`src/hw/rtl/sts_pkg.sv`:
```
// ============================================================================
// sts_pkg : shared types and constants for the Taylor-series sine block
// Fixed-point constants, datapath operation codes, control and status
// structs, the divisor function and the microprogram ROM.
// ============================================================================
package sts_pkg;

    localparam int WORD_W = 64;
    localparam int WFRAC  = 59;
    localparam int ACC_W  = 98;   // holds p00 + (p01 + p10) << 32
    localparam int DIV_W  = 10;   // (2k)(2k+1) for k up to 15
    localparam int KIDX_W = 4;
    localparam int UPC_W  = 5;
    localparam int ARG_W  = 3;

    // pi and two pi in unsigned Q8.56, rounded from the true value
    localparam logic [WORD_W-1:0] PI_Q56     = 64'h03243F6A8885A309;
    localparam logic [WORD_W-1:0] TWO_PI_Q56 = 64'h06487ED5110B4612;
    // 1.0 in Q4.59
    localparam logic [WORD_W-1:0] ONE_W      = 64'h0800000000000000;

    typedef enum logic [3:0] {
        OP_NOP,
        OP_RED_TEST,
        OP_RED_SUB,
        OP_RED_FIN,
        OP_MUL_PP,
        OP_MUL_RND,
        OP_Y_INIT,
        OP_DIV_INIT,
        OP_DIV_STEP,
        OP_S_UPD,
        OP_S_ABS,
        OP_OUT_RND,
        OP_OUT
    } op_t;

    typedef enum logic [1:0] {
        SRC_SQ,
        SRC_TERM,
        SRC_FIN
    } src_t;

    typedef enum logic [1:0] {
        J_SEQ,
        J_RED_SMALL,
        J_DIV_MORE,
        J_K_MORE
    } jcond_t;

    typedef struct packed {
        op_t                op;
        logic [ARG_W-1:0]   arg;
        src_t               src;
        jcond_t             jc;
        logic [UPC_W-1:0]   jaddr;
        logic               last;
    } ucode_t;

    typedef struct packed {
        logic               load;
        op_t                op;
        logic [ARG_W-1:0]   arg;
        src_t               src;
    } ctrl_t;

    typedef struct packed {
        logic red_small;
        logic div_more;
        logic k_more;
    } stat_t;

    // microprogram entry points
    localparam logic [UPC_W-1:0] A_RED_TEST = 5'd0;
    localparam logic [UPC_W-1:0] A_RED_SUB  = 5'd1;
    localparam logic [UPC_W-1:0] A_RED_FIN  = 5'd6;
    localparam logic [UPC_W-1:0] A_SQ       = 5'd7;
    localparam logic [UPC_W-1:0] A_SQ_RND   = 5'd11;
    localparam logic [UPC_W-1:0] A_Y_INIT   = 5'd12;
    localparam logic [UPC_W-1:0] A_LOOP     = 5'd13;
    localparam logic [UPC_W-1:0] A_DIV_STEP = 5'd14;
    localparam logic [UPC_W-1:0] A_TERM_MUL = 5'd15;
    localparam logic [UPC_W-1:0] A_TERM_RND = 5'd19;
    localparam logic [UPC_W-1:0] A_S_UPD    = 5'd20;
    localparam logic [UPC_W-1:0] A_S_ABS    = 5'd21;
    localparam logic [UPC_W-1:0] A_FIN_MUL  = 5'd22;
    localparam logic [UPC_W-1:0] A_FIN_RND  = 5'd26;
    localparam logic [UPC_W-1:0] A_OUT_RND  = 5'd27;
    localparam logic [UPC_W-1:0] A_OUT      = 5'd28;

    function automatic logic [DIV_W-1:0] divisor(input logic [KIDX_W-1:0] k);
        logic [DIV_W-1:0] ev;
        logic [DIV_W-1:0] od;
        ev = DIV_W'({k, 1'b0});
        od = DIV_W'({k, 1'b1});
        return ev * od;
    endfunction

    function automatic ucode_t uw(input op_t op, input logic [ARG_W-1:0] arg,
                                  input src_t src, input jcond_t jc,
                                  input logic [UPC_W-1:0] jaddr, input logic last);
        ucode_t w;
        w.op    = op;
        w.arg   = arg;
        w.src   = src;
        w.jc    = jc;
        w.jaddr = jaddr;
        w.last  = last;
        return w;
    endfunction

    function automatic ucode_t urom(input logic [UPC_W-1:0] a);
        ucode_t w;
        case (a)
            A_RED_TEST:        w = uw(OP_RED_TEST, 3'd0, SRC_SQ, J_RED_SMALL, A_SQ, 1'b0);
            A_RED_SUB:         w = uw(OP_RED_SUB, 3'd4, SRC_SQ, J_SEQ, A_RED_TEST, 1'b0);
            A_RED_SUB + 5'd1:  w = uw(OP_RED_SUB, 3'd3, SRC_SQ, J_SEQ, A_RED_TEST, 1'b0);
            A_RED_SUB + 5'd2:  w = uw(OP_RED_SUB, 3'd2, SRC_SQ, J_SEQ, A_RED_TEST, 1'b0);
            A_RED_SUB + 5'd3:  w = uw(OP_RED_SUB, 3'd1, SRC_SQ, J_SEQ, A_RED_TEST, 1'b0);
            A_RED_SUB + 5'd4:  w = uw(OP_RED_SUB, 3'd0, SRC_SQ, J_SEQ, A_RED_TEST, 1'b0);
            A_RED_FIN:         w = uw(OP_RED_FIN, 3'd0, SRC_SQ, J_SEQ, A_RED_TEST, 1'b0);
            A_SQ:              w = uw(OP_MUL_PP, 3'd0, SRC_SQ, J_SEQ, A_RED_TEST, 1'b0);
            A_SQ + 5'd1:       w = uw(OP_MUL_PP, 3'd1, SRC_SQ, J_SEQ, A_RED_TEST, 1'b0);
            A_SQ + 5'd2:       w = uw(OP_MUL_PP, 3'd2, SRC_SQ, J_SEQ, A_RED_TEST, 1'b0);
            A_SQ + 5'd3:       w = uw(OP_MUL_PP, 3'd3, SRC_SQ, J_SEQ, A_RED_TEST, 1'b0);
            A_SQ_RND:          w = uw(OP_MUL_RND, 3'd0, SRC_SQ, J_SEQ, A_RED_TEST, 1'b0);
            A_Y_INIT:          w = uw(OP_Y_INIT, 3'd0, SRC_SQ, J_SEQ, A_RED_TEST, 1'b0);
            A_LOOP:            w = uw(OP_DIV_INIT, 3'd0, SRC_SQ, J_SEQ, A_RED_TEST, 1'b0);
            A_DIV_STEP:        w = uw(OP_DIV_STEP, 3'd0, SRC_SQ, J_DIV_MORE, A_DIV_STEP, 1'b0);
            A_TERM_MUL:        w = uw(OP_MUL_PP, 3'd0, SRC_TERM, J_SEQ, A_RED_TEST, 1'b0);
            A_TERM_MUL + 5'd1: w = uw(OP_MUL_PP, 3'd1, SRC_TERM, J_SEQ, A_RED_TEST, 1'b0);
            A_TERM_MUL + 5'd2: w = uw(OP_MUL_PP, 3'd2, SRC_TERM, J_SEQ, A_RED_TEST, 1'b0);
            A_TERM_MUL + 5'd3: w = uw(OP_MUL_PP, 3'd3, SRC_TERM, J_SEQ, A_RED_TEST, 1'b0);
            A_TERM_RND:        w = uw(OP_MUL_RND, 3'd0, SRC_TERM, J_SEQ, A_RED_TEST, 1'b0);
            A_S_UPD:           w = uw(OP_S_UPD, 3'd0, SRC_TERM, J_K_MORE, A_LOOP, 1'b0);
            A_S_ABS:           w = uw(OP_S_ABS, 3'd0, SRC_FIN, J_SEQ, A_RED_TEST, 1'b0);
            A_FIN_MUL:         w = uw(OP_MUL_PP, 3'd0, SRC_FIN, J_SEQ, A_RED_TEST, 1'b0);
            A_FIN_MUL + 5'd1:  w = uw(OP_MUL_PP, 3'd1, SRC_FIN, J_SEQ, A_RED_TEST, 1'b0);
            A_FIN_MUL + 5'd2:  w = uw(OP_MUL_PP, 3'd2, SRC_FIN, J_SEQ, A_RED_TEST, 1'b0);
            A_FIN_MUL + 5'd3:  w = uw(OP_MUL_PP, 3'd3, SRC_FIN, J_SEQ, A_RED_TEST, 1'b0);
            A_FIN_RND:         w = uw(OP_MUL_RND, 3'd0, SRC_FIN, J_SEQ, A_RED_TEST, 1'b0);
            A_OUT_RND:         w = uw(OP_OUT_RND, 3'd0, SRC_FIN, J_SEQ, A_RED_TEST, 1'b0);
            A_OUT:             w = uw(OP_OUT, 3'd0, SRC_FIN, J_SEQ, A_RED_TEST, 1'b1);
            default:           w = uw(OP_NOP, 3'd0, SRC_SQ, J_SEQ, A_RED_TEST, 1'b1);
        endcase
        return w;
    endfunction

endpackage

```
`src/hw/rtl/sts_div.sv`:
```
// ============================================================================
// sts_div : byte-serial divider by a narrow constant
// Long division of a 64-bit word by a 10-bit divisor, one quotient byte per
// step; the quotient replaces the dividend in place.
// ============================================================================
module sts_div (
    input  logic                          clk,
    input  logic                          rst_n,
    input  logic                          init,
    input  logic                          step,
    input  logic [sts_pkg::WORD_W-1:0]    dividend,
    input  logic [sts_pkg::DIV_W-1:0]     divisor,
    output logic [sts_pkg::WORD_W-1:0]    quotient,
    output logic                          more
);

    localparam int WW    = sts_pkg::WORD_W;
    localparam int DW    = sts_pkg::DIV_W;
    localparam int BYTES = WW / 8;
    localparam int CNT_W = $clog2(BYTES);

    logic [WW-1:0]    quo_reg, quo_next;
    logic [DW-1:0]    rem_reg, rem_next;
    logic [CNT_W-1:0] cnt_reg, cnt_next;
    logic [DW-1:0]    rem_step;
    logic [7:0]       qbyte;

    // restoring division over the top byte, remainder stays below divisor
    always_comb
    begin
        logic [DW:0]   t;
        logic [DW-1:0] r;
        r     = rem_reg;
        qbyte = '0;
        for (int i = 7; i >= 0; i--)
        begin
            t = {r, quo_reg[WW-8+i]};
            if (t >= {1'b0, divisor})
            begin
                r        = DW'(t - {1'b0, divisor});
                qbyte[i] = 1'b1;
            end
            else
            begin
                r = t[DW-1:0];
            end
        end
        rem_step = r;
    end

    always_comb
    begin
        quo_next = quo_reg;
        rem_next = rem_reg;
        cnt_next = cnt_reg;
        if (init)
        begin
            quo_next = dividend;
            rem_next = '0;
            cnt_next = '0;
        end
        else if (step)
        begin
            quo_next = {quo_reg[WW-9:0], qbyte};
            rem_next = rem_step;
            cnt_next = cnt_reg + CNT_W'(1);
        end
    end

    always_ff @(posedge clk or negedge rst_n)
    begin
        if (!rst_n)
        begin
            cnt_reg <= '0;
        end
        else
        begin
            cnt_reg <= cnt_next;
        end
    end

    always_ff @(posedge clk)
    begin
        quo_reg <= quo_next;
        rem_reg <= rem_next;
    end

    assign quotient = quo_reg;
    assign more     = (cnt_reg != CNT_W'(BYTES - 1));

endmodule

```
`src/hw/rtl/sts_dp.sv`:
```
// ============================================================================
// sts_dp : datapath of the Taylor-series sine block
// Range reduction, a 32x32 multiplier with a partial-product accumulator,
// the Horner sum registers and output rounding, all driven by control words.
// ============================================================================
module sts_dp #(
    parameter int TERMS         = 9,
    parameter int OUT_FRAC_BITS = 30
) (
    input  logic                 clk,
    input  logic                 rst_n,
    input  sts_pkg::ctrl_t       ctrl,
    input  logic signed [31:0]   angle,
    output sts_pkg::stat_t       stat,
    output logic signed [31:0]   sine
);

    localparam int WW    = sts_pkg::WORD_W;
    localparam int WF    = sts_pkg::WFRAC;
    localparam int AW    = sts_pkg::ACC_W;
    localparam int KIW   = sts_pkg::KIDX_W;
    localparam int K_W   = $clog2(TERMS);
    localparam int RSH   = (OUT_FRAC_BITS < WF) ? (WF - OUT_FRAC_BITS) : 0;
    localparam int LSH   = (OUT_FRAC_BITS > WF) ? (OUT_FRAC_BITS - WF) : 0;
    localparam logic [WW-1:0] RND_C   = (64'd1 << RSH) >> 1;
    localparam logic [WW-1:0] ONE_OUT = 64'd1 << OUT_FRAC_BITS;

    logic [WW-1:0]  r_reg, r_next;
    logic [WW-1:0]  xm_reg, xm_next;
    logic           neg_reg, neg_next;
    logic [WW-1:0]  y_reg, y_next;
    logic [WW-1:0]  s_reg, s_next;
    logic           s_neg_reg, s_neg_next;
    logic [WW-1:0]  s_mag_reg, s_mag_next;
    logic [K_W-1:0] k_reg, k_next;
    logic [WW-1:0]  prod_reg, prod_next;
    logic [AW-1:0]  acc_reg, acc_next;
    logic [WW-1:0]  p_reg, p_next;
    logic [WW-1:0]  v_reg, v_next;
    logic [31:0]    sine_reg, sine_next;

    logic [31:0]    ang_u;
    logic [31:0]    mag;
    logic [WW-1:0]  opa, opb;
    logic [31:0]    a_half, b_half;
    logic [WW-1:0]  mul_out;
    logic [WW-1:0]  sub_val;
    logic [WW-1:0]  sat;
    logic [WW-1:0]  quotient;
    logic           div_more;

    sts_div u_div (
        .clk      (clk),
        .rst_n    (rst_n),
        .init     (ctrl.op == sts_pkg::OP_DIV_INIT),
        .step     (ctrl.op == sts_pkg::OP_DIV_STEP),
        .dividend (y_reg),
        .divisor  (sts_pkg::divisor(KIW'(k_reg))),
        .quotient (quotient),
        .more     (div_more)
    );

    assign ang_u = angle;
    assign mag   = ang_u[31] ? (32'd0 - ang_u) : ang_u;

    // operand pair and partial-product halves
    always_comb
    begin
        case (ctrl.src)
            sts_pkg::SRC_SQ:
            begin
                opa = xm_reg;
                opb = xm_reg;
            end
            sts_pkg::SRC_TERM:
            begin
                opa = quotient;
                opb = s_mag_reg;
            end
            sts_pkg::SRC_FIN:
            begin
                opa = xm_reg;
                opb = s_mag_reg;
            end
            default:
            begin
                opa = xm_reg;
                opb = xm_reg;
            end
        endcase
        a_half = ctrl.arg[1] ? opa[WW-1:32] : opa[31:0];
        b_half = ctrl.arg[0] ? opb[WW-1:32] : opb[31:0];
    end

    assign mul_out = a_half * b_half;
    assign sub_val = sts_pkg::TWO_PI_Q56 << ctrl.arg;
    assign sat     = (v_reg > ONE_OUT) ? ONE_OUT : v_reg;

    always_comb
    begin
        r_next     = r_reg;
        xm_next    = xm_reg;
        neg_next   = neg_reg;
        y_next     = y_reg;
        s_next     = s_reg;
        s_neg_next = s_neg_reg;
        s_mag_next = s_mag_reg;
        k_next     = k_reg;
        prod_next  = prod_reg;
        acc_next   = acc_reg;
        p_next     = p_reg;
        v_next     = v_reg;
        sine_next  = sine_reg;

        if (ctrl.load)
        begin
            r_next   = {mag, 32'd0};
            neg_next = ang_u[31];
        end

        case (ctrl.op)
            sts_pkg::OP_NOP:
            begin
            end
            sts_pkg::OP_RED_TEST:
            begin
                if (r_reg <= sts_pkg::PI_Q56)
                    xm_next = r_reg << 3;
                else
                    r_next = r_reg - sts_pkg::PI_Q56;
            end
            sts_pkg::OP_RED_SUB:
            begin
                if (r_reg >= sub_val)
                    r_next = r_reg - sub_val;
            end
            sts_pkg::OP_RED_FIN:
            begin
                if (r_reg >= sts_pkg::PI_Q56)
                begin
                    xm_next = (r_reg - sts_pkg::PI_Q56) << 3;
                end
                else
                begin
                    xm_next  = (sts_pkg::PI_Q56 - r_reg) << 3;
                    neg_next = !neg_reg;
                end
            end
            sts_pkg::OP_MUL_PP:
            begin
                // product lands in prod_reg, accumulate the previous one
                prod_next = mul_out;
                case (ctrl.arg[1:0])
                    2'd0:    acc_next = acc_reg;
                    2'd1:    acc_next = AW'(prod_reg);
                    default: acc_next = acc_reg + (AW'(prod_reg) << 32);
                endcase
            end
            sts_pkg::OP_MUL_RND:
            begin
                // high partial product folds in above bit 64, round half up
                p_next = WW'(acc_reg[AW-1:WF])
                       + {prod_reg[WF-1:0], {(WW-WF){1'b0}}}
                       + WW'(acc_reg[WF-1]);
            end
            sts_pkg::OP_Y_INIT:
            begin
                y_next = p_reg;
                s_next = sts_pkg::ONE_W;
                k_next = K_W'(TERMS - 1);
            end
            sts_pkg::OP_DIV_INIT,
            sts_pkg::OP_S_ABS:
            begin
                s_neg_next = s_reg[WW-1];
                s_mag_next = s_reg[WW-1] ? (64'd0 - s_reg) : s_reg;
            end
            sts_pkg::OP_DIV_STEP:
            begin
            end
            sts_pkg::OP_S_UPD:
            begin
                s_next = s_neg_reg ? (sts_pkg::ONE_W + p_reg) : (sts_pkg::ONE_W - p_reg);
                k_next = k_reg - K_W'(1);
            end
            sts_pkg::OP_OUT_RND:
            begin
                v_next   = ((p_reg + RND_C) >> RSH) << LSH;
                neg_next = neg_reg ^ s_neg_reg;
            end
            sts_pkg::OP_OUT:
            begin
                sine_next = neg_reg ? 32'(64'd0 - sat) : sat[31:0];
            end
            default:
            begin
            end
        endcase
    end

    always_ff @(posedge clk)
    begin
        r_reg     <= r_next;
        xm_reg    <= xm_next;
        neg_reg   <= neg_next;
        y_reg     <= y_next;
        s_reg     <= s_next;
        s_neg_reg <= s_neg_next;
        s_mag_reg <= s_mag_next;
        k_reg     <= k_next;
        prod_reg  <= prod_next;
        acc_reg   <= acc_next;
        p_reg     <= p_next;
        v_reg     <= v_next;
        sine_reg  <= sine_next;
    end

    assign stat.red_small = (r_reg <= sts_pkg::PI_Q56);
    assign stat.div_more  = div_more;
    assign stat.k_more    = (k_reg != K_W'(1));
    assign sine           = $signed(sine_reg);

endmodule

```
`src/hw/rtl/sts_seq.sv`:
```
// ============================================================================
// sts_seq : microcode sequencer
// Step counter over the microprogram ROM, conditional jumps on datapath
// status, command handshake and result strobe.
// ============================================================================
module sts_seq (
    input  logic            clk,
    input  logic            rst_n,
    input  logic            start,
    input  sts_pkg::stat_t  stat,
    output logic            busy,
    output logic            done,
    output sts_pkg::ctrl_t  ctrl
);

    localparam int UW = sts_pkg::UPC_W;

    typedef enum logic {
        S_IDLE,
        S_RUN
    } state_t;

    state_t           state_reg, state_next;
    logic [UW-1:0]    pc_reg, pc_next;
    logic             done_reg, done_next;
    sts_pkg::ucode_t  word;
    logic             take;

    assign word = sts_pkg::urom(pc_reg);

    always_comb
    begin
        case (word.jc)
            sts_pkg::J_SEQ:       take = 1'b0;
            sts_pkg::J_RED_SMALL: take = stat.red_small;
            sts_pkg::J_DIV_MORE:  take = stat.div_more;
            sts_pkg::J_K_MORE:    take = stat.k_more;
            default:              take = 1'b0;
        endcase
    end

    always_comb
    begin
        state_next = state_reg;
        pc_next    = pc_reg;
        done_next  = 1'b0;
        case (state_reg)
            S_IDLE:
            begin
                if (start)
                begin
                    state_next = S_RUN;
                    pc_next    = sts_pkg::A_RED_TEST;
                end
            end
            S_RUN:
            begin
                if (word.last)
                begin
                    state_next = S_IDLE;
                    done_next  = 1'b1;
                end
                else if (take)
                begin
                    pc_next = word.jaddr;
                end
                else
                begin
                    pc_next = pc_reg + UW'(1);
                end
            end
            default:
            begin
                state_next = S_IDLE;
            end
        endcase
    end

    always_ff @(posedge clk or negedge rst_n)
    begin
        if (!rst_n)
        begin
            state_reg <= S_IDLE;
            pc_reg    <= '0;
            done_reg  <= 1'b0;
        end
        else
        begin
            state_reg <= state_next;
            pc_reg    <= pc_next;
            done_reg  <= done_next;
        end
    end

    assign busy      = (state_reg == S_RUN);
    assign done      = done_reg;
    assign ctrl.load = start && (state_reg == S_IDLE);
    assign ctrl.op   = (state_reg == S_RUN) ? word.op : sts_pkg::OP_NOP;
    assign ctrl.arg  = word.arg;
    assign ctrl.src  = word.src;

endmodule

```
`src/hw/rtl/sine_taylor_series.sv`:
```
// ============================================================================
// sine_taylor_series : sine of a Q8.24 angle by a truncated Taylor series
// Range reduction into [-pi, pi], Horner evaluation of TERMS odd terms and
// rounding to OUT_FRAC_BITS fraction bits, under microcode control.
// ============================================================================
//
//  channel   ports             beat taken when
//  -------   ---------------   ------------------------------------
//  command   start, angle      start high and busy low at clk rise
//  result    done, sine        done high, one cycle, no back-pressure
//
//  A run with |angle| > pi also passes through the range-reduction steps.
//  Each Taylor term passes through the byte-serial divider and then takes
//  4 partial products and 3 steps around the single 32x32 multiplier.
//  busy holds from the command beat until the cycle in which done pulses;
//  a new command is taken in that cycle. Reset clears the sequencer and
//  the divider's byte counter only.
//
module sine_taylor_series #(
    parameter int TERMS         = 9,
    parameter int OUT_FRAC_BITS = 30
) (
    input  logic                clk,
    input  logic                rst_n,
    input  logic                start,
    input  logic signed [31:0]  angle,
    output logic                busy,
    output logic                done,
    output logic signed [31:0]  sine
);

    sts_pkg::ctrl_t ctrl;
    sts_pkg::stat_t stat;

    sts_dp #(
        .TERMS         (TERMS),
        .OUT_FRAC_BITS (OUT_FRAC_BITS)
    ) u_dp (
        .clk   (clk),
        .rst_n (rst_n),
        .ctrl  (ctrl),
        .angle (angle),
        .stat  (stat),
        .sine  (sine)
    );

    sts_seq u_seq (
        .clk   (clk),
        .rst_n (rst_n),
        .start (start),
        .stat  (stat),
        .busy  (busy),
        .done  (done),
        .ctrl  (ctrl)
    );

`ifndef SYNTHESIS
    a_cmd_starts_run: assert property (@(posedge clk) disable iff (!rst_n)
        (start && !busy) |=> busy)
        else $error("command beat did not start a run");

    a_done_when_idle: assert property (@(posedge clk) disable iff (!rst_n)
        done |-> !busy)
        else $error("result strobe while still busy");

    a_run_ends_done: assert property (@(posedge clk) disable iff (!rst_n)
        $fell(busy) |-> done)
        else $error("run ended without a result beat");

    a_single_strobe: assert property (@(posedge clk) disable iff (!rst_n)
        done |=> !done)
        else $error("result strobe longer than one cycle");
`endif

endmodule

```
`config.mk`:
```
export PLATFORM = sky130hd
export DESIGN_NAME = sine_taylor_series
export DESIGN_NICKNAME = d
export VERILOG_FILES = /design/src/hw/rtl/sts_pkg.sv /design/src/hw/rtl/sts_div.sv /design/src/hw/rtl/sts_dp.sv /design/src/hw/rtl/sts_seq.sv /design/src/hw/rtl/sine_taylor_series.sv
export SDC_FILE = /design/constraint.sdc
export NUM_CORES = 2
export LEC_CHECK = 0
export ABC_CLOCK_PERIOD_IN_PS = 19500
export BUFFER_PORTS_ARGS = -buffer_cell sky130_fd_sc_hd__buf_4
export CORE_MARGIN = 4
export CORE_UTILIZATION = 40
export DETAILED_ROUTE_END_ITERATION = 6
export SETUP_SLACK_MARGIN = 0.1
export SYNTH_ARGS = -nofsm -noshare
export SYNTH_HDL_FRONTEND = slang
export SYNTH_SLANG_ARGS = --single-unit
```
`constraint.sdc`:
```
create_clock -name clk -period 19.5 [get_ports clk]
set_input_delay 1.95 -clock clk [delete_from_list [all_inputs] [get_ports clk]]
set_output_delay 1.95 -clock clk [all_outputs]
set_load 0.1 [all_outputs]
```
**Yosys cells after proc, flatten, opt, wreduce, memory -nomap -nowiden**

Memories as Yosys holds them, arrays and structs flattened.
Cells that the tools add are included.

- Register bits: 703
- Memory bits (read-only): 512
- Input port bits: 35
- Output and inout port bits: 34
- Logic and storage cells: 150
- Memories kept: 1

- Add/sub/neg operators: 23
- Multiply operators: 2
- Magnitude comparators: 12
- Eq/ne operators: 23
- Shifts and indexed selects: 1
- Mux-type cells: 53
- Bitwise logic cells: 3
- Reduce and logical (&&, ||, !) cells: 12

Memories:

| name | words | bits a word | read ports | clocked after memory_dff | wr ports | line | RTL |
|---|---|---|---|---|---|---|---|
| (no name shown) | 32 | 16 | 1 | 0 | 0 | sts_pkg.sv:114 | `case (a)` |

Operators with widths:

| operator | number |
|---|---|
| 64-bit 2-to-1 mux | 10 |
| 64-bit case mux with 2 select lines | 3 |
| 98-bit case mux with 2 select lines | 1 |
| 32-bit 2-to-1 mux | 5 |
| 98-bit by 96-bit adder with 98-bit output | 1 |
| 11-bit by 10-bit >= comparator with 1-bit output | 8 |
| 10-bit 2-to-1 mux | 8 |
| 10-bit subtractor | 8 |
| 39-bit by 64-bit adder with 64-bit output | 1 |
| 60-bit by 64-bit adder with 64-bit output, first input constant | 1 |
| 64-bit by 1-bit adder with 64-bit output | 1 |
| 64-bit by 29-bit adder with 64-bit output, second input constant | 1 |
| 64-bit by 58-bit >= comparator with 1-bit output, second input constant | 1 |
| 64-bit >= comparator | 1 |
| 64-bit by 58-bit less-or-equal comparator with 1-bit output, second input constant | 1 |
| 32-bit by 32-bit multiplier with 64-bit output | 1 |
| 59-bit by 3-bit << shifter with 64-bit output, first input constant | 1 |
| 1-bit by 32-bit subtractor with 32-bit output, first input constant | 2 |
| 1-bit by 64-bit subtractor with 64-bit output, first input constant | 1 |
| 60-bit by 64-bit subtractor with 64-bit output, first input constant | 1 |
| 64-bit by 58-bit subtractor with 64-bit output, second input constant | 1 |
| 64-bit subtractor | 1 |
| 63-bit 2-to-1 mux | 1 |
| 58-bit by 61-bit subtractor with 61-bit output, first input constant | 1 |
| other kinds (31) | 68 |

**Longest topological paths before layout**

- Depth in word-level cells: 19
- Depth in mapped cells: 110
- Gate-level depth less buffers: 106

**By module**

A second synthesis with hierarchy kept.

- Cells, all modules: 8966
- Area, all modules: 81105.3 um^2

By module, submodules not included:

| module | times used | cells each | area each (um^2) | sequential area each (um^2) |
|---|---|---|---|---|
| sts_dp | 1 | 8045 | 72384.4 | 16886.2 |
| sts_div | 1 | 814 | 7890.1 | 2197.1 |
| sts_seq | 1 | 107 | 830.8 | 175.2 |

**Worst setup path after synthesis**

Ideal clock, no wire load.

- Kind: register to register
- From: reg u_dp.k_reg[0]
- To: reg u_dp.u_div.quo_reg[0] (netlist: u_dp.u_div.quotient[0]) (data pin)
- Setup time: 260 ps
- Arrival time: 20773 ps
- Required time: 19240 ps
- Setup slack: -1533 ps
- Stages on the path, launching flop included: 103
- Path buffers: 4
- Clock period less this slack: 21033 ps
- Cells stage by stage: edfxtp_1 > nand2_1 > inv_1 > fa_1 > inv_1 > fa_1 > inv_1 > fa_1 > a21o_1 > a21oi_1 > nor2_1 > o31ai_1 > ha_1 > nor2_1 > o211ai_1 > o21ai_0 > nor2_1 > mux2_2 > (+67 left out) > a41o_1 > a21oi_1 > inv_1 > a221o_1 > o21ai_1 > mux2i_1 > ha_1 > nor2b_1 > o21ai_0 > nand2b_1 > a21o_1 > a21o_1 > a21o_1 > o21bai_1 > and3_1 > a211o_1 > buf_2 > mux2_2

- Cells in the longest elaborated chain, start to end: 19
- Elaborated cells on any way between the ends: 26
- Those cells by class: add/sub: 7; mul: 1; order compare: 8; mux: 10

Ends and longest elaborated chain:

| what | line | RTL |
|---|---|---|
| start: declaration | sts_dp.sv:35 | `logic [K_W-1:0] k_reg, k_next;` |
| start signal: assignment | sts_dp.sv:210 | `k_reg <= k_next;` |
| 4-bit by 5-bit multiplier with 9-bit output (*) | sts_pkg.sv:96 | `return ev * od;` |
| 10-bit subtractor / 11-bit by 10-bit >= comparator with 1-bit output (equally long branches) | sts_div.sv:40, sts_div.sv:38 |  |
| 10-bit 2-to-1 mux | sts_div.sv:38 | `if (t >= {1'b0, divisor})` |
| 10-bit subtractor / 11-bit by 10-bit >= comparator with 1-bit output (equally long branches) | sts_div.sv:40, sts_div.sv:38 |  |
| 10-bit 2-to-1 mux | sts_div.sv:38 |  |
| 10-bit subtractor / 11-bit by 10-bit >= comparator with 1-bit output (equally long branches) | sts_div.sv:40, sts_div.sv:38 |  |
| 10-bit 2-to-1 mux | sts_div.sv:38 |  |
| 10-bit subtractor / 11-bit by 10-bit >= comparator with 1-bit output (equally long branches) | sts_div.sv:40, sts_div.sv:38 |  |
| (+4 left out) | n/a |  |
| 10-bit 2-to-1 mux | sts_div.sv:38 |  |
| 10-bit subtractor / 11-bit by 10-bit >= comparator with 1-bit output (equally long branches) | sts_div.sv:40, sts_div.sv:38 |  |
| 10-bit 2-to-1 mux | sts_div.sv:38 |  |
| 11-bit by 10-bit >= comparator with 1-bit output (*) | sts_div.sv:38 |  |
| 1-bit 2-to-1 mux (*) | sts_div.sv:38 |  |
| 64-bit 2-to-1 mux (*) | sts_div.sv:62 | `else if (step)` |
| 64-bit 2-to-1 mux (*) | sts_div.sv:56 | `if (init)` |
| via u_dp.u_div.quo_next[0] | sts_div.sv:22 | `logic [WW-1:0] quo_reg, quo_next;` |
| end signal: assignment | sts_div.sv:84 | `quo_reg <= quo_next;` |
| end: declaration | sts_div.sv:22 |  |

The timed path passes the listed nets; every way through them passes the cells marked *. The select of a mux whose other input is x is not followed.
A chain may end at the register's enable or synchronous reset.

**Worst setup path after layout**

- From: reg u_dp.k_reg[0]
- To: reg u_dp.u_div.rem_reg[4]

- Cells in the longest elaborated chain, start to end: 17
- Elaborated cells on any way between the ends: 25
- Those cells by class: add/sub: 8; mul: 1; order compare: 8; mux: 8

Ends and longest elaborated chain:

| what | line | RTL |
|---|---|---|
| 4-bit by 5-bit multiplier with 9-bit output (*) | sts_pkg.sv:96 |  |
| 10-bit subtractor / 11-bit by 10-bit >= comparator with 1-bit output (equally long branches) | sts_div.sv:40, sts_div.sv:38 |  |
| 10-bit 2-to-1 mux | sts_div.sv:38 |  |
| 10-bit subtractor / 11-bit by 10-bit >= comparator with 1-bit output (equally long branches) | sts_div.sv:40, sts_div.sv:38 |  |
| 10-bit 2-to-1 mux | sts_div.sv:38 |  |
| 10-bit subtractor / 11-bit by 10-bit >= comparator with 1-bit output (equally long branches) | sts_div.sv:40, sts_div.sv:38 |  |
| 10-bit 2-to-1 mux | sts_div.sv:38 |  |
| 10-bit subtractor / 11-bit by 10-bit >= comparator with 1-bit output (equally long branches) | sts_div.sv:40, sts_div.sv:38 |  |
| 10-bit 2-to-1 mux | sts_div.sv:38 |  |
| 10-bit subtractor / 11-bit by 10-bit >= comparator with 1-bit output (equally long branches) | sts_div.sv:40, sts_div.sv:38 |  |
| 10-bit 2-to-1 mux | sts_div.sv:38 |  |
| 10-bit subtractor / 11-bit by 10-bit >= comparator with 1-bit output (equally long branches) | sts_div.sv:40, sts_div.sv:38 |  |
| 10-bit 2-to-1 mux | sts_div.sv:38 |  |
| 11-bit by 10-bit >= comparator with 1-bit output / 10-bit subtractor (equally long branches) | sts_div.sv:38, sts_div.sv:40 |  |
| 10-bit 2-to-1 mux | sts_div.sv:38 |  |
| 10-bit subtractor / 11-bit by 10-bit >= comparator with 1-bit output (equally long branches) | sts_div.sv:40, sts_div.sv:38 |  |
| 10-bit 2-to-1 mux (*) | sts_div.sv:38 |  |
| end signal: assignment | sts_div.sv:85 | `rem_reg <= rem_next;` |
| end: declaration | sts_div.sv:23 | `logic [DW-1:0] rem_reg, rem_next;` |

Mark *: on every way between the ends. The rest lies on a longest branch, timed or not.

==> results.py <==
metrics = {
    "outcome": {
        "run_status": "finished, final reports clean",
    },
    "synth": {
        "ys_types": 86,
        "syn_inst": 8555,
        "synth_seq_cells": 668,
        "yosys_most_used_dff": "edfxtp_1",
        "syn_avg_cell_area_sq_um": 9.178,
        "synth_nets": 10030,
        "synth-edff-count": 583,
        "yosysWarningCount": 0,
        "synth_seq_area_share_pct": 24.53,
        "syn_area_sq_um": 78520,
        "async_flop_share_pct": 1.497,
    },
    "clock_network": {
        "numCtsBuffers": 81,
        "cts_tree": "built",
        "htreeDepth": 3,
        "clock_path_buffers": 3,
        "clock_latency_ns": 0.67,
        "cts.sinks": 668,
        "clk_pin_slew_ns": 0.06,
        "cts-root-buf": "clkbuf_16",
    },
    "setup_path": {
        "crit_path_start_kind": "flop",
        "critPathMaxStageDelay_ns": 0.49,
        "worst_path_max_delay_cell": "fa_1",
        "critPathArrivalTime_ns": 19.44,
        "cp.required_ns": 19.99,
        "path_common_cell": "o21ai_2",
        "critical_path_class": "flop to flop",
        "crit_path_end_kind": "flop",
        "worstPathMaxFanout": 12,
    },
    "flow_run": {
        "cap_violations": 0,
    },
    "sta": {
        "tightest_slew_ns": 1.252,
        "max_freq_mhz": 52.76,
        "rsz0062_at_grt": "true",
        "slew_viol_final": 0,
        "hold_viol": 0,
        "fin_crit_sh_pct": 97.19,
        "finalSetupViolations": 0,
        "fin_hold_ws_ns": 0.4951,
        "slew_headroom_pct": 16.20,
        "period_minus_slack_ns": 18.95,
        "clock_skew_ns": 0.03698,
    },
    "placed_design": {
        "portBuffers": 68,
        "dp_cells": 11208,
        "hpwl_um": 201600,
        "routabilityCongestion": 0.9485,
    },
    "drt": {
        "wl_per_cell_um": 22.81,
        "drtIter0Drc": 5859,
        "antenna_left": 0,
        "viasPerCell": 5.590,
        "first_pass_iters": 6,
        "num_vias": 64023,
        "wl_um": 261200,
        "drc": 0,
    },
    "finish": {
        "areaGrowthSynthToFinish_pct": 12.27,
        "largest_register_ffs": 66,
        "drive_gt1_share_pct": 10.95,
        "nNetsFinal": 10231,
        "final_cells": 11454,
        "nFillCells": 18857,
    },
    "global_routing": {
        "grt_pass1_wl_um": 396100,
        "grt_max_degree": 79,
        "overflow": 0,
        "globalRouteTotalUtil_pct": 25.28,
        "grt_antenna_before_repair": 4,
        "grt_pass1_vias": 63965,
    },
    "die": {
        "rows": 162,
        "io_pins": 69,
        "die-area_sq_um": 203500,
        "dieWidth_um": 451.1,
        "core_sq_um": 195000,
        "start_util_pct": 40.27,
        "die_h_um": 451.1,
    },
    "worst_hold_path": {
        "worstHoldPathType": "flop to flop",
    },
}
## worst paths after layout
path	from	endpoint	slack (ns)	cells past startpoint
min reg2reg	u_dp.y_reg[35]	u_dp.u_div.quotient[35]	0.50	2
max	u_dp.k_reg[0]	u_dp.u_div.rem_reg[4]	0.55	102
min in group asynchronous	rst_n	u_seq.done	1.15	1
max reg2reg	u_dp.k_reg[0]	u_dp.u_div.rem_reg[4]	0.55	102
min	u_dp.y_reg[35]	u_dp.u_div.quotient[35]	0.50	2
max in group asynchronous	rst_n	u_dp.u_div.cnt_reg[0]	18.11	1
## layout make-up
| cell class | count | area [sq um] | share of cell area, % |
|---|---|---|---|
| multi-input combinational | 6335 | 54470 | 61.79 |
| sequential | 668 | 19260 | 21.85 |
| timing repair buffer | 544 | 4141 | 4.698 |
| inverter | 1126 | 4227 | 4.794 |
| clock buffer | 101 | 2197 | 2.492 |
| antenna | 6 | 15.01 | 0.01703 |
| clock inverter | 50 | 560.5 | 0.6359 |
| tap | 2624 | 3283 | 3.724 |
## metrics by stage
step / cell area (sq um) / util (%) / worst slack, ns / TNS [ns]
5_1_grt: 88140 / 45.20 / -0.5054 / -3.871
3_5_place_dp: 84020 / 43.09 / -1.743 / -16.18
6_report: 88150 / 45.21 / 0.5478 / 0
3_3_place_gp: 84020 / 43.09 / -1.700 / -15.67
2_1_floorplan: 78740 / - / 0.1011 / 0
4_1_cts: 87760 / 45.00 / 0.1336 / 0
## kinds of logic (layout without fill, tap and decap cells)
family / Yosys count / after routing / share of synthesized area, %
simple gates: 2754 / 2754 / 15.82
buf+inv: 1552 / 1821 / 7.432
xor+xnor: 548 / 548 / 6.112
fa+ha+maj: 1442 / 1442 / 31.65
compound gates: 1466 / 1466 / 11.95
mux: 125 / 125 / 2.510
other cells: 0 / 6 / 0
flops: 668 / 668 / 24.53
## Yosys cell counts (10+ instances only)
| library cell | number | area share, % |
|---|---|---|
| nand2_1 | 1373 | 6.6 |
| inv_1 | 1124 | 5.4 |
| fa_1 | 908 | 23 |
| edfxtp_1 | 583 | 22 |
| ha_1 | 532 | 8.5 |
| nor2_1 | 491 | 2.3 |
| clkbuf_1 | 394 | 1.9 |
| a21oi_1 | 380 | 2.4 |
| xnor2_1 | 375 | 4.2 |
| o21ai_0 | 372 | 2.4 |
| a21o_1 | 177 | 1.7 |
| xor2_1 | 173 | 1.9 |
| and2_1 | 155 | 1.2 |
| nand3_1 | 132 | 0.84 |
| nor2b_1 | 125 | 1.0 |
| nor3_1 | 115 | 0.73 |
| dfxtp_1 | 75 | 1.9 |
| nand2b_1 | 74 | 0.59 |
| or3_1 | 58 | 0.46 |
| and3_1 | 57 | 0.45 |
| o211ai_1 | 56 | 0.54 |
| mux4_2 | 54 | 1.5 |
| o31ai_1 | 54 | 0.52 |
| nand4_1 | 53 | 0.42 |
| o21a_1 | 51 | 0.49 |
| a31oi_1 | 47 | 0.37 |
| o21bai_1 | 45 | 0.43 |
| a211oi_1 | 37 | 0.35 |
| mux2i_1 | 36 | 0.46 |
| mux2_2 | 35 | 0.50 |
| nor4_1 | 29 | 0.23 |
| a22oi_1 | 25 | 0.24 |
| buf_1 | 24 | 0.11 |
| o41ai_1 | 22 | 0.25 |
| a21boi_0 | 19 | 0.18 |
| a221o_1 | 18 | 0.23 |
| a221oi_1 | 18 | 0.20 |
| or2_2 | 18 | 0.14 |
| or4_1 | 15 | 0.14 |
| nor3b_1 | 13 | 0.12 |
| o221ai_1 | 13 | 0.15 |
| a311oi_1 | 11 | 0.12 |
| and4_1 | 10 | 0.11 |
| dfrtp_1 | 10 | 0.32 |
| nand3b_1 | 10 | 0.096 |
## routing by layer
| layer | vias to the layer above | track usage, % | share of wire, % |
|---|---|---|---|
| met5 | - | 0 | 0 |
| met3 | 476 | 3.754 | 7.8 |
| met2 | 2558 | 40.94 | 46 |
| li1 | 28819 | - | - |
| met1 | 32170 | 34.37 | 42 |
| met4 | 0 | 9.449 | 4.2 |
## critical path: cells and delay by family, from the launching register on
kind	cells	cell delay, ns
AO/OA/AOI/OAI	52	8.96
adder cells (fa/ha/maj)	11	3.47
AND/OR/NAND/NOR	19	2.35
multiplexers	7	2.07
buffers and inverters	12	1.40
flip-flops	1	0.40
XOR/XNOR	1	0.11
## what timing repair did
| action | 4_1_cts | 5_1_grt |
|---|---|---|
| hold buffers | 0 | 0 |
| cloned | 0 | 0 |
| setup endpoints to repair | 10 | 10 |
| resized for setup | 100 | 62 |
| setup buffers | 69 | 23 |
| pin swaps | 69 | 73 |
## layout by cell type (no fill, tap or decap), types with 28 or more instances in the layout
cell type / netlist / layout
a211oi_1: 37 / 34
a21o_1: 177 / 177
a21oi_1: 380 / 360
a31oi_1: 47 / 45
and2_1: 155 / 155
and3_1: 57 / 57
buf_4: 0 / 531
clkbuf_16: 0 / 85
dfxtp_1: 75 / 75
edfxtp_1: 583 / 583
fa_1: 908 / 900
ha_1: 532 / 512
inv_1: 1124 / 1119
mux4_2: 54 / 54
nand2_1: 1373 / 1370
nand2b_1: 74 / 73
nand3_1: 132 / 131
nand4_1: 53 / 53
nor2_1: 491 / 473
nor2b_1: 125 / 119
nor3_1: 115 / 107
nor4_1: 29 / 28
o211ai_1: 56 / 56
o21a_1: 51 / 49
o21ai_0: 372 / 341
o21bai_1: 45 / 43
o31ai_1: 54 / 51
or3_1: 58 / 57
xnor2_1: 375 / 373
xor2_1: 173 / 172
Power is left out: the tool's default activity adds up to more than one toggle a clock period on the data nets, which glitch-free logic cannot reach.
